===== config.mk =====
export PLATFORM = sky130hd
export DESIGN_NAME = ofp_cordic_cell
export DESIGN_NICKNAME = d
export VERILOG_FILES = /design/src/rtl/ofp_pkg.sv /design/src/rtl/ofp_cordic_cell.sv
export SDC_FILE = /design/constraint.sdc
export NUM_CORES = 1
export LEC_CHECK = 0
export BUFFER_PORTS_ARGS = -buffer_cell sky130_fd_sc_hd__buf_2
export CAP_MARGIN = 20
export CELL_PAD_IN_SITES_DETAIL_PLACEMENT = 1
export CELL_PAD_IN_SITES_GLOBAL_PLACEMENT = 2
export CORE_ASPECT_RATIO = 1.2
export CORE_MARGIN = 4
export CORE_UTILIZATION = 34
export CTS_CLUSTER_DIAMETER = 30
export DETAILED_ROUTE_END_ITERATION = 10
export GPL_TIMING_DRIVEN = 1
export PLACE_DENSITY_LB_ADDON = 0.1
export SETUP_SLACK_MARGIN = 0.4
export SYNTH_ARGS = -nofsm -noshare
export SYNTH_HDL_FRONTEND = slang
export SYNTH_SLANG_ARGS = --single-unit

===== constraint.sdc =====
create_clock -name clk -period 5.5 [get_ports clk]
set_input_delay 1.375 -clock clk [delete_from_list [all_inputs] [get_ports clk]]
set_output_delay 1.375 -clock clk [all_outputs]
set_load 0.1 [all_outputs]

===== src/rtl/ofp_pkg.sv =====
`timescale 1ns / 1ps
// ----------------------------------------------------------------------------
// ofp_pkg
// shared types, constants and functions of the orthographic projection block
// ----------------------------------------------------------------------------
package ofp_pkg;

	localparam int CORDIC_STAGES_DEF = 24;
	localparam int LANE_W            = 34;
	localparam int Z_W               = 32;

	localparam logic signed [LANE_W-1:0] CORDIC_GAIN = 34'sd652032874;
	localparam logic signed [63:0]       Q30_ONE     = 64'sd1073741824;
	localparam logic signed [63:0]       XY_LIMIT    = 64'sd2048000000;
	localparam logic [22:0]              RADIUS_RST  = 23'd6366707;

	localparam logic [1:0] REG_REF_LAT = 2'd0;
	localparam logic [1:0] REG_REF_LON = 2'd1;
	localparam logic [1:0] REG_REF_ALT = 2'd2;
	localparam logic [1:0] REG_RADIUS  = 2'd3;

	typedef struct packed {
		logic signed [LANE_W-1:0] x;
		logic signed [LANE_W-1:0] y;
		logic signed [Z_W-1:0]    z;
		logic [1:0]               quad;
	} ofp_lane_t;

	function automatic logic signed [Z_W-1:0] atan_turn(input int i);
		logic signed [Z_W-1:0] r;
		case (i)
			0: r = 32'sd536870912;
			1: r = 32'sd316933406;
			2: r = 32'sd167458907;
			3: r = 32'sd85004756;
			4: r = 32'sd42667331;
			5: r = 32'sd21354465;
			6: r = 32'sd10679838;
			7: r = 32'sd5340245;
			8: r = 32'sd2670163;
			9: r = 32'sd1335087;
			10: r = 32'sd667544;
			11: r = 32'sd333772;
			12: r = 32'sd166886;
			13: r = 32'sd83443;
			14: r = 32'sd41722;
			15: r = 32'sd20861;
			16: r = 32'sd10430;
			17: r = 32'sd5215;
			18: r = 32'sd2608;
			19: r = 32'sd1304;
			20: r = 32'sd652;
			21: r = 32'sd326;
			22: r = 32'sd163;
			23: r = 32'sd81;
			24: r = 32'sd41;
			25: r = 32'sd20;
			26: r = 32'sd10;
			27: r = 32'sd5;
			28: r = 32'sd3;
			29: r = 32'sd1;
			30: r = 32'sd1;
			default: r = 32'sd0;
		endcase
		return r;
	endfunction

	function automatic logic signed [63:0] clamp64(input logic signed [63:0] v,
			input logic signed [63:0] lim);
		logic signed [63:0] r;
		if (v > lim)
			r = lim;
		else if (v < -lim)
			r = -lim;
		else
			r = v;
		return r;
	endfunction

endpackage


===== src/rtl/ofp_cordic_cell.sv =====
`timescale 1ns / 1ps
// ----------------------------------------------------------------------------
// ofp_cordic_cell
// one rotation-mode cordic micro-rotation, registered toward the next cell
// ----------------------------------------------------------------------------
module ofp_cordic_cell #(
	parameter int STAGE = 0
) (
	input  logic              clk,
	input  ofp_pkg::ofp_lane_t d,
	output ofp_pkg::ofp_lane_t q
);
	import ofp_pkg::*;

	localparam logic signed [Z_W-1:0] ATAN = atan_turn(STAGE);

	logic signed [LANE_W-1:0] dx;
	logic signed [LANE_W-1:0] dy;
	ofp_lane_t                nxt;

	always_comb begin
		dx       = d.y >>> STAGE;
		dy       = d.x >>> STAGE;
		nxt.quad = d.quad;
		if (d.z >= 0) begin
			nxt.x = d.x - dx;
			nxt.y = d.y + dy;
			nxt.z = d.z - ATAN;
		end else begin
			nxt.x = d.x + dx;
			nxt.y = d.y - dy;
			nxt.z = d.z + ATAN;
		end
	end

	always_ff @(posedge clk) begin
		q <= nxt;
	end
endmodule


==> flow_summary_export.csv <==
group,metric,value,unit
outcome,status,"completed",
critical_path,startpoint_type,"primary input",
pwr,p_int,0.00157,W
layout,top_register,"q",
layout,layout_commonest_cell,"buf_2",
detailed_routing,routed_wl,29300,um
critical_path,critPathTopFamily,"compound AO/OA/AOI/OAI gates",
global_routing,grt_antenna_before_repair,1,
floorplan,die_width,150,um
critical_path,cp_cell_sequence,"buf_2 -> inv_1 -> ha_1 -> and3_2 -> a221oi_2 -> nand2b_1 -> a31oi_1 -> o31ai_1 -> o221ai_1 -> o21ai_1 -> xnor2_1",
synth,yosysWarnings,0,
run,max_cap_viol_count,0,
min_path,min-delay-start,"d[24]",
pwr,cellPowerDensity,364,nW/um^2
placed_design,gp_congestion,0.872,
critical_path,critical_path.max_stage_delay,0.82,ns
synth,synth_cell_types,87,
synth,netlist_area,8180,um^2
pwr,power.leakage,4.55,nW
pwr,peakVddDrop,0.172,mV
pwr,clkPwrFrac,0.192,
global_routing,grt_max_degree,89,
clock_tree,cts.sink_count,101,
pwr,seqPwrFrac,0.259,
pwr,switching_share,0.549,
layout,diodes,0,
synth,synthCells,997,
timing,period_share,0.771,
timing,finalHoldViolations,0,
timing,final.setup.worst_slack,1.26,ns
layout,drive_gt1_frac,0.226,
floorplan,dieArea,26600,um^2
synth,yosys_most_used_dff,"dfxtp_1",
clock_tree,ctsHoldBuffers,0,
layout,fin_util,0.408,
global_routing,grt_pass1_wl,45300,um
timing,setup-tns-final,0,ns
synth,ys_seq_elements,101,
critical_path,arrival,4.47,ns
layout,area_growth,16.9,%
detailed_routing,num_vias,7799,
placed_design,port_buffers,204,
detailed_routing,postRouteAntennaNets,0,
critical_path,crit_type,"primary input to flip-flop",
detailed_routing,viasPerCell,5.23,
clock_tree,cts_tree,"yes",
placed_design,dpl.hpwl,23700,um
critical_path,end_kind,"flip-flop",
detailed_routing,drc,0,
floorplan,rows,61,
timing,slew_viol_final,0,
layout,final_cells,1490,
critical_path,critPathSlowestCell,"o31ai_1",
floorplan,die_h,178,um
critical_path,required,5.73,ns
clock_tree,cts_buffer_depth,2,
global_routing,track_usage,0.218,
clock_tree,clk_pin_slew,0.09,ns
pwr,net-switching-power,0.00191,W
pwr,power,0.00348,W
timing,worst_pin_slew,1.03,ns
timing,setup_viol,0,
detailed_routing,drt_iter0_drc,288,
placed_design,dp_slack,0.948,ns
floorplan,core_area,23400,um^2
clock_tree,cts_resized,0,
floorplan,io_pins,205,
synth,seq_area_frac_synth,0.247,
synth,synth.net_count,1204,
layout,final_nets,1377,
global_routing,globalRoute.totalOverflow,0,
placed_design,place_inst,1474,
clock_tree,htreeDepth,3,
critical_path,crit_buf_inv,2,
timing,fin_crit,4.24,ns
floorplan,start_util,0.349,
detailed_routing,first_pass_iters,7,
synth,synth_edf_count,0,
min_path,min_path_type,"primary input to flip-flop",
clock_tree,postCtsSetupBuffers,0,
critical_path,crit_start,"d[40]",
timing,timing.fmax,0.236,GHz
timing,slew_headroom,0.314,
clock_tree,cts_inserted_buffers,9,
pwr,combinationalPowerShare,0.549,
synth,async_flop_share,0,
layout,final_cell_mix,"204 x buf_2, 111 x a21oi_1, 101 x dfxtp_1",
detailed_routing,wl_per_cell,19.7,um
layout,largest_reg_flops,101,
synth,syn_avg_cell_area,8.21,um^2
timing,rsz0062_at_grt,"no",
critical_path,crit_fanout,15,
clock_tree,clockRootBuffer,"clkbuf_16",
layout,reg_top3,"q x101",
global_routing,grt_pass1_vias,8062,
==> worst paths after layout <==
path,endpoint,slack [ns],cells past startpoint
setup / recovery,q[98]$_DFF_P_,1.26,11
hold / removal,q[24]$_DFF_P_,1.10,1
==> area by class of cell <==
cell class,count,area (um^2)
Tap cell,315,394
Sequential cell,101,2020
Clock buffer,9,225
Clock inverter,7,68.8
Timing Repair Buffer,206,1040
Multi-Input combinational cell,750,5440
Inverter,102,383
Fill cell,2944,13900
==> stage by stage <==
stage	hold slack, ns	cell area (um^2)
after global placement	1.48	9270
after global routing	1.08	9560
after floorplan	1.40	8180
after CTS	1.08	9560
final	1.10	9560
after detailed placement	1.48	9270
==> power groups by stage <==
| stage | clock network [W] | registers (W) | logic (W) |
|---|---|---|---|
| finish | 0.000667 | 0.000901 | 0.00191 |
| global route | 0.000723 | 0.000914 | 0.00200 |
| CTS | 0.000698 | 0.000904 | 0.00192 |
| detailed placement | 0 | 0.000920 | 0.00191 |
| global placement | 0 | 0.000921 | 0.00191 |
| floorplan | 0 | 0.00188 | 0.000584 |
==> routing by layer <==
layer | GRT usage | share of wire | up-vias | wire, um
li1 | - | - | 3806 | -
met1 | 0.252 | 0.41 | 3777 | 12000
met2 | 0.412 | 0.53 | 171 | 15500
met3 | 0.0342 | 0.039 | 43 | 1150
met4 | 0.0584 | 0.022 | 2 | 658
met5 | 0 | 0.00044 | - | 13
==> cell families after synthesis <==
logic type      Yosys count  synth area share
simple gates            241             0.147
xor+xnor                 66            0.0706
buf+inv                 146            0.0888
compound gates          323             0.265
mux                      16            0.0196
fa+ha+maj               104             0.163
flops                   101             0.247
==> cells in the mapped netlist, types with 4 or more instances <==
library cell	count	area [um^2]
a211oi_1	8	60.1
a21o_1	25	188
a21oi_1	111	556
a31oi_1	10	62.6
buf_2	8	40.0
buf_4	11	82.6
buf_6	17	191
clkbuf_1	6	22.5
dfxtp_1	101	2020
fa_1	4	80.1
ha_1	100	1250
inv_1	96	360
inv_2	4	15.0
mux2i_1	16	160
nand2_1	45	169
nand2b_1	13	81.3
nand3_1	18	90.1
nand3b_1	4	30.0
nand4_1	6	37.5
nor2_1	82	308
nor2b_1	17	106
nor3_1	18	90.1
nor4_1	7	43.8
o211ai_1	8	60.1
o21a_1	14	105
o21ai_0	55	275
o21ai_1	7	35.0
o21bai_1	14	105
o22ai_1	5	31.3
o31ai_1	12	90.1
or3_1	4	25.0
xnor2_1	57	499
xor2_1	9	78.8
No activity file was read; power rests on OpenSTA's default activity.
